[src/e2e_p4_pkg.sv]
// ============================================================================
// e2e_p4_pkg: shared constants and functions for the profile 4 receive check
// Status codes, state-machine codes, register indexes, the CRC-32P4 byte step
// and the status mapping.
// ============================================================================
`default_nettype none

package e2e_p4_pkg;

    localparam int unsigned MAX_MSG_BYTES = 4096;
    localparam int unsigned CNT_W         = $clog2(MAX_MSG_BYTES + 1);
    localparam int unsigned HDR_BYTES     = 12;

    localparam int unsigned CFG_IDX_W  = 3;
    localparam int unsigned CFG_DATA_W = 32;

    // configuration register indexes
    localparam logic [CFG_IDX_W-1:0] REG_HEADER_OFFSET = 3'd0;
    localparam logic [CFG_IDX_W-1:0] REG_MIN_LENGTH    = 3'd1;
    localparam logic [CFG_IDX_W-1:0] REG_MAX_LENGTH    = 3'd2;
    localparam logic [CFG_IDX_W-1:0] REG_DATA_ID       = 3'd3;
    localparam logic [CFG_IDX_W-1:0] REG_MAX_DELTA     = 3'd4;

    // check status codes
    localparam logic [2:0] ST_OK       = 3'd0;
    localparam logic [2:0] ST_SOMELOST = 3'd1;
    localparam logic [2:0] ST_ERROR    = 3'd2;
    localparam logic [2:0] ST_REPEATED = 3'd3;
    localparam logic [2:0] ST_NONEW    = 3'd4;
    localparam logic [2:0] ST_WRONGSEQ = 3'd5;

    // state-machine status codes
    localparam logic [2:0] SM_OK       = 3'd0;
    localparam logic [2:0] SM_REPEATED = 3'd1;
    localparam logic [2:0] SM_WRONGSEQ = 3'd2;
    localparam logic [2:0] SM_ERROR    = 3'd3;
    localparam logic [2:0] SM_NONEW    = 3'd4;

    localparam logic [31:0] CRC_POLY_REFL = 32'hC8DF_352F;
    localparam logic [31:0] CRC_INIT      = 32'hFFFF_FFFF;
    localparam logic [31:0] CRC_XOR_OUT   = 32'hFFFF_FFFF;
    localparam logic [15:0] COUNTER_INIT  = 16'hFFFF;

    typedef logic [CNT_W-1:0] byte_cnt_t;

    // one reflected CRC-32P4 step over a byte
    function automatic logic [31:0] crc_byte(input logic [31:0] crc, input logic [7:0] b);
        logic [31:0] c;
        c = crc ^ {24'd0, b};
        for (int i = 0; i < 8; i++) begin
            if (c[0])
                c = (c >> 1) ^ CRC_POLY_REFL;
            else
                c = c >> 1;
        end
        return c;
    endfunction

    function automatic logic [2:0] map_to_sm(input logic [2:0] st);
        logic [2:0] sm;
        unique case (st)
            ST_OK, ST_SOMELOST: sm = SM_OK;
            ST_REPEATED:        sm = SM_REPEATED;
            ST_WRONGSEQ:        sm = SM_WRONGSEQ;
            ST_NONEW:           sm = SM_NONEW;
            default:            sm = SM_ERROR;
        endcase
        return sm;
    endfunction

endpackage

`default_nettype wire

[src/e2e_profile4_check_top.sv]
// ============================================================================
// e2e_profile4_check_top: E2E profile 4 receive check
// Takes a message one byte per word, captures the header, runs the CRC and
// reports a check status at the final byte or at a no-new-data word.
// ============================================================================
//
//   channel   direction  handshake             payload
//   -------   ---------  --------------------  ---------------------------------
//   in        input      in_valid / in_ready   cmd, data_byte, last
//   out       output     out_valid / out_ready return_code, check_status,
//                                              sm_status
//   cfg       input      cfg_write_en          cfg_index, cfg_data
//
// One input word per cycle while in_ready is high. The whole byte step
// (header capture, CRC step, final checks) sits between the state registers
// and the result register, so a result appears in the cycle after its word
// is accepted. in_ready drops only while a result waits in the output
// register and out_ready is low. Reset returns the configuration to its
// defaults and the status to error; no clearing pass is needed.
`default_nettype none

module e2e_profile4_check_top (
    input  wire logic                                clk,
    input  wire logic                                rst_n,
    // configuration
    input  wire logic                                cfg_write_en,
    input  wire logic [e2e_p4_pkg::CFG_IDX_W-1:0]    cfg_index,
    input  wire logic [e2e_p4_pkg::CFG_DATA_W-1:0]   cfg_data,
    // input words
    input  wire logic                                in_valid,
    output logic                                     in_ready,
    input  wire logic                                cmd,
    input  wire logic [7:0]                          data_byte,
    input  wire logic                                last,
    // results
    output logic                                     out_valid,
    input  wire logic                                out_ready,
    output logic                                     return_code,
    output logic [2:0]                               check_status,
    output logic [2:0]                               sm_status
);
    import e2e_p4_pkg::*;

    // configuration registers
    logic [11:0] header_offset_reg;
    logic [12:0] min_length_reg;
    logic [12:0] max_length_reg;
    logic [31:0] data_id_reg;
    logic [14:0] max_delta_reg;

    // message state
    logic [31:0] crc_reg,          crc_next;
    byte_cnt_t   byte_count_reg,   byte_count_next;
    logic [15:0] got_length_reg,   got_length_next;
    logic [15:0] got_counter_reg,  got_counter_next;
    logic [31:0] got_data_id_reg,  got_data_id_next;
    logic [31:0] got_crc_reg,      got_crc_next;
    logic [15:0] last_counter_reg, last_counter_next;
    logic [2:0]  status_reg,       status_next;

    // result register
    logic        out_valid_reg,    out_valid_next;
    logic        rc_reg,           rc_next;
    logic [2:0]  chk_reg,          chk_next;
    logic [2:0]  sm_reg,           sm_next;

    logic        accept;

    // byte step intermediates
    logic        cnt_room;
    byte_cnt_t   hdr_end;
    byte_cnt_t   rel;
    logic        in_hdr;
    logic        in_crc_field;
    logic [31:0] crc_step;
    byte_cnt_t   cnt_step;
    logic [15:0] len_step;
    logic [15:0] ctr_step;
    logic [31:0] id_step;
    logic [31:0] gcrc_step;
    logic        len_bad;
    logic        too_short;
    logic        mismatch;
    logic [15:0] delta;

    assign in_ready = !out_valid_reg || out_ready;
    assign accept   = in_valid && in_ready;

    assign out_valid    = out_valid_reg;
    assign return_code  = rc_reg;
    assign check_status = chk_reg;
    assign sm_status    = sm_reg;

    // configuration writes
    always_ff @(posedge clk or negedge rst_n)
    begin
        if (!rst_n)
        begin
            header_offset_reg <= '0;
            min_length_reg    <= 13'(HDR_BYTES);
            max_length_reg    <= 13'(MAX_MSG_BYTES);
            data_id_reg       <= '0;
            max_delta_reg     <= 15'd1;
        end
        else if (cfg_write_en)
        begin
            unique case (cfg_index)
                REG_HEADER_OFFSET: header_offset_reg <= cfg_data[11:0];
                REG_MIN_LENGTH:    min_length_reg    <= cfg_data[12:0];
                REG_MAX_LENGTH:    max_length_reg    <= cfg_data[12:0];
                REG_DATA_ID:       data_id_reg       <= cfg_data;
                REG_MAX_DELTA:     max_delta_reg     <= cfg_data[14:0];
                default:           ;
            endcase
        end
    end

    // byte step: header capture and CRC
    always_comb
    begin
        cnt_room     = byte_count_reg < CNT_W'(MAX_MSG_BYTES);
        hdr_end      = CNT_W'(header_offset_reg) + CNT_W'(HDR_BYTES);
        rel          = byte_count_reg - CNT_W'(header_offset_reg);
        in_hdr       = cnt_room && (byte_count_reg >= CNT_W'(header_offset_reg))
                       && (byte_count_reg < hdr_end);
        in_crc_field = in_hdr && (rel >= CNT_W'(8));

        len_step  = got_length_reg;
        ctr_step  = got_counter_reg;
        id_step   = got_data_id_reg;
        gcrc_step = got_crc_reg;
        if (in_hdr)
        begin
            if (rel < CNT_W'(2))
                len_step = {got_length_reg[7:0], data_byte};
            else if (rel < CNT_W'(4))
                ctr_step = {got_counter_reg[7:0], data_byte};
            else if (rel < CNT_W'(8))
                id_step = {got_data_id_reg[23:0], data_byte};
            else
                gcrc_step = {got_crc_reg[23:0], data_byte};
        end

        crc_step = in_crc_field ? crc_reg : crc_byte(crc_reg, data_byte);
        cnt_step = cnt_room ? byte_count_reg + CNT_W'(1) : byte_count_reg;

        // final checks on the completed message
        len_bad   = (cnt_step < min_length_reg) || (cnt_step > max_length_reg);
        too_short = cnt_step < hdr_end;
        mismatch  = (gcrc_step != (crc_step ^ CRC_XOR_OUT))
                    || (id_step != data_id_reg)
                    || (len_step != 16'(cnt_step));
        delta     = ctr_step - last_counter_reg;
    end

    always_comb
    begin
        crc_next          = crc_reg;
        byte_count_next   = byte_count_reg;
        got_length_next   = got_length_reg;
        got_counter_next  = got_counter_reg;
        got_data_id_next  = got_data_id_reg;
        got_crc_next      = got_crc_reg;
        last_counter_next = last_counter_reg;
        status_next       = status_reg;

        out_valid_next = out_valid_reg && !out_ready;
        rc_next        = rc_reg;
        chk_next       = chk_reg;
        sm_next        = sm_reg;

        if (accept)
        begin
            if (cmd)
            begin
                // drop any partial message
                crc_next         = CRC_INIT;
                byte_count_next  = '0;
                got_length_next  = '0;
                got_counter_next = '0;
                got_data_id_next = '0;
                got_crc_next     = '0;
                status_next      = ST_NONEW;
                out_valid_next   = 1'b1;
                rc_next          = 1'b0;
                chk_next         = ST_NONEW;
                sm_next          = SM_NONEW;
            end
            else if (!last)
            begin
                crc_next         = crc_step;
                byte_count_next  = cnt_step;
                got_length_next  = len_step;
                got_counter_next = ctr_step;
                got_data_id_next = id_step;
                got_crc_next     = gcrc_step;
            end
            else
            begin
                if (len_bad)
                    status_next = status_reg;
                else if (too_short || mismatch)
                    status_next = ST_ERROR;
                else
                begin
                    if (delta > 16'(max_delta_reg))
                        status_next = ST_WRONGSEQ;
                    else if (delta == 16'd0)
                        status_next = ST_REPEATED;
                    else if (delta == 16'd1)
                        status_next = ST_OK;
                    else
                        status_next = ST_SOMELOST;
                    last_counter_next = ctr_step;
                end

                crc_next         = CRC_INIT;
                byte_count_next  = '0;
                got_length_next  = '0;
                got_counter_next = '0;
                got_data_id_next = '0;
                got_crc_next     = '0;

                out_valid_next = 1'b1;
                rc_next        = len_bad;
                chk_next       = status_next;
                sm_next        = len_bad ? SM_ERROR : map_to_sm(status_next);
            end
        end
    end

    always_ff @(posedge clk or negedge rst_n)
    begin
        if (!rst_n)
        begin
            crc_reg          <= CRC_INIT;
            byte_count_reg   <= '0;
            got_length_reg   <= '0;
            got_counter_reg  <= '0;
            got_data_id_reg  <= '0;
            got_crc_reg      <= '0;
            last_counter_reg <= COUNTER_INIT;
            status_reg       <= ST_ERROR;
            out_valid_reg    <= 1'b0;
        end
        else
        begin
            crc_reg          <= crc_next;
            byte_count_reg   <= byte_count_next;
            got_length_reg   <= got_length_next;
            got_counter_reg  <= got_counter_next;
            got_data_id_reg  <= got_data_id_next;
            got_crc_reg      <= got_crc_next;
            last_counter_reg <= last_counter_next;
            status_reg       <= status_next;
            out_valid_reg    <= out_valid_next;
        end
    end

    // result payload, no reset
    always_ff @(posedge clk)
    begin
        rc_reg  <= rc_next;
        chk_reg <= chk_next;
        sm_reg  <= sm_next;
    end

endmodule

`default_nettype wire

[config.mk]
export PLATFORM = sky130hd
export DESIGN_NAME = e2e_profile4_check_top
export DESIGN_NICKNAME = d
export VERILOG_FILES = /design/src/e2e_p4_pkg.sv /design/src/e2e_profile4_check_top.sv
export SDC_FILE = /design/constraint.sdc
export NUM_CORES = 1
export LEC_CHECK = 0
export BUFFER_PORTS_ARGS = -buffer_cell sky130_fd_sc_hd__clkbuf_2
export CAP_MARGIN = 10
export CORE_AREA = 2 2 166 185
export CTS_BUF_LIST = sky130_fd_sc_hd__clkbuf_2 sky130_fd_sc_hd__clkbuf_4 sky130_fd_sc_hd__clkbuf_8
export DETAILED_ROUTE_END_ITERATION = 7
export DIE_AREA = 0 0 168 187
export GPL_ROUTABILITY_DRIVEN = 0
export GPL_TIMING_DRIVEN = 1
export MAX_ROUTING_LAYER = met4
export PLACE_DENSITY = 0.77
export REMOVE_ABC_BUFFERS = 1
export SETUP_SLACK_MARGIN = 0.2
export SLEW_MARGIN = 20
export SYNTH_ARGS = -nofsm -noshare
export SYNTH_HDL_FRONTEND = slang
export SYNTH_SLANG_ARGS = --single-unit
[constraint.sdc]
create_clock -name clk -period 9.05 [get_ports clk]
set_input_delay 2.715 -clock clk [delete_from_list [all_inputs] [get_ports clk]]
set_output_delay 2.715 -clock clk [all_outputs]
set_load 0.1 [all_outputs]
==> results.md <==
- Most frequent cells in the layout: dfrtp_1 (193), xnor2_1 (121), nand2_1 (117)
- Worst Setup End Kind: register
- Yosys reg bits: 253
- Die area: 31400 um2
- Vias in the first global route: 13100
- Post-CTS Hold Fix Bufs: 0
- Post-Place Worst Slack: 459 ps
- Share of cells above drive strength 1: 18.1%
- Clk slew on worst S/H paths: 70 ps
- Drt pass-1 iters: 6
- Fmax: 0.121 GHz
- Critical Path RT: 9380 ps
- Largest net degree at the start of global routing: 127
- Non-filler instance count after layout: 2084
- Vias: 13200
- Clk_skew: 26.1 ps
- Number of port buffers: 58
- Count of different cell masters after synthesis: 86
- Sequential-to-total area share from yosys stat: 40.1%
- PostCTS Resize Cnt: 0
- Root Driver: clkbuf_8
- Core ar.: 29800 um2
- Post-layout minimum cycle time: 8270 ps
- Status: complete, no violations
- Max Root-Sink Buffers: 3
- Critical path type: register to register
- Syn Area/Cell: 9.95 um2
- CP Data Arrival Time: 8600 ps
- Synth Cell Area: 16000 um2
- Hold violation count in the final report: 0
- Setup crit start kind: register
- Total track usage: 29.8%
- Post-Synthesis Cells: 1612
- Clock Sinks: 253
- Clock latency on the worst-skew pair: 590 ps
- CTS tree: yes
- CTS Buf Count: 42
- Maxcap violations: 0
- Die Y: 187 um
- # rows: 67
- Residual DRC: 0
- Post-route ant nets: 0
- Tot Pwr: 0.00433 W
- Worst Path Max Fanout: 20
- Final setup viols: 0
- GRT Residual Overflow: 0
- First-pass GRT wire length: 72100 um
- Routed len/inst: 21.4 um
- Async SR Flop Fraction: 97.2%
- Leakage: 7.98 nW
- Width of the die: 168 um
- Post-synth EDFFs: 7
- Slew @ Worst Pin: 1010 ps
- Layout area overhead: 10.2%
- Worst Hold Class: register to register
- Pwr/cell area: 245 nW/um2
- Slowest CP cell: or4_1
- Max Transition Viols Final: 0
- Crit-path most repeated cell: ha_1
- Unrepaired setup endpoints after global routing: no
- H-tree levels: 2
- Crit-path max cell delay: 490 ps
- Worst setup margin: 777 ps
- Post-route cell area: 17700 um2
- Initial antenna violation count: 1
- Slew headroom: 33.0%
- Final Cycle Share: 91.4%
- Setup repair bufs after CTS: 0
- Starting Density: 53.9%
- Via density: 6.31
- Final TNS setup: 0 ps
- Post-place instance area: 16700 um2
- DP HPWL: 32000 um
- Initial DRC Count: 1180
- Main synth FF type: dfrtp_1
- VDD IR max: 0.000159 V
- Placed insts: 2005
- Layout net count: 1814
- Commonest non-fill, non-tap cell in the layout: dfrtp_1
- Io pins: 59
- Total Wirelength: 44600 um
- YS warnings: 0
## where the power goes
| group | switching [W] | internal (W) | leakage (nW) |
|---|---|---|---|
| Clock | 0.000477 | 0.000617 | 0.490 |
| Sequential | 0.000130 | 0.00131 | 3.16 |
| Combinational | 0.00104 | 0.000756 | 4.33 |
## routing by layer
layer / up-vias / GRT usage (%) / part of all wire [%]
met1: 6431 / 37.1 / 40
met2: 606 / 47.4 / 47
met4: 0 / 14.6 / 5.7
met5: - / - / 0
met3: 181 / 4.82 / 7.1
li1: 5932 / - / -
## worst paths after layout
kind	from	to	slack (ps)	cells after the start
worst min register to register	got_counter_reg[8]	got_counter_reg[8]	500	1
min in group asynchronous	rst_n	got_crc_reg[31]	2190	1
worst min-delay path	got_counter_reg[8]	got_counter_reg[8]	500	1
worst max-delay path	header_offset_reg[2]	check_status[0]	780	35
max in group asynchronous	rst_n	max_delta_reg[13]	5660	2
worst max register to register	header_offset_reg[2]	check_status[0]	780	35
## synth_stat cells (5+ instances only)
cell	instances	area share [%]
dfrtp_1	193	30
xnor2_1	121	6.6
nand2_1	117	2.7
inv_1	116	2.7
o21ai_0	100	3.1
a22o_1	98	5.3
ha_1	92	7.2
a21oi_1	85	2.7
nor2_1	76	1.8
xor2_1	59	3.2
clkbuf_1	53	1.2
dfstp_2	53	8.7
mux2_2	50	3.5
nor3_1	35	1.1
nand3_1	31	0.97
a21o_1	18	0.84
nand4_1	18	0.70
nor4_1	16	0.62
mux2i_1	13	0.81
o22ai_1	13	0.51
and3_1	12	0.47
o21a_1	12	0.56
a31oi_1	11	0.43
nand2b_1	11	0.43
nor2b_1	11	0.43
o211ai_1	10	0.47
o22a_1	10	0.55
a211o_1	9	0.49
a211oi_1	8	0.37
mux2_4	8	0.75
xnor2_2	8	0.81
a221oi_1	7	0.38
buf_2	7	0.22
edfxtp_1	7	1.3
or3_1	7	0.27
a2111oi_0	6	0.33
and4_1	6	0.33
xnor2_4	6	1.0
and2_1	5	0.19
mux2_1	5	0.35
o2111ai_1	5	0.27
or4_1	5	0.23
## critical path: cells and delay by family (launching register included)
| kind | cells | cell delay (ps) |
|---|---|---|
| DFF | 1 | 390 |
| and+or+nand+nor | 10 | 2040 |
| xor gates and xnor gates | 2 | 360 |
| AOI/OAI and AO/OA | 14 | 3040 |
| buffers and inverters | 3 | 390 |
| adders and majority gates | 5 | 1500 |
| muxes | 1 | 280 |
## cell families after synthesis
kind of cell / after synthesis / share of synthesized area (%)
compound gates: 439 / 18.9
simple gates: 369 / 11.4
flops: 253 / 40.1
xor+xnor: 198 / 12.2
buf+inv: 183 / 4.58
fa+ha+maj: 94 / 7.42
mux: 76 / 5.42
## stage by stage
stage | hold WS (ps) | utilization [%]
after CTS | 503 | 59.3
after floorplan | 464 | -
after global placement | 483 | 56.2
after global routing | 526 | 59.4
final | 503 | 59.4
after detailed placement | 486 | 56.2
## area by class of cell
class / instances / area, um2
multi-input cells: 1176 / 8940
flip-flops and latches: 253 / 6430
diodes: 1 / 2.50
clock inverters: 9 / 66.3
repair buffers: 81 / 485
fillers: 2412 / 12100
inverters: 116 / 435
clock buffers: 69 / 843
well taps: 379 / 474
No activity file was read; power rests on OpenSTA's default activity.
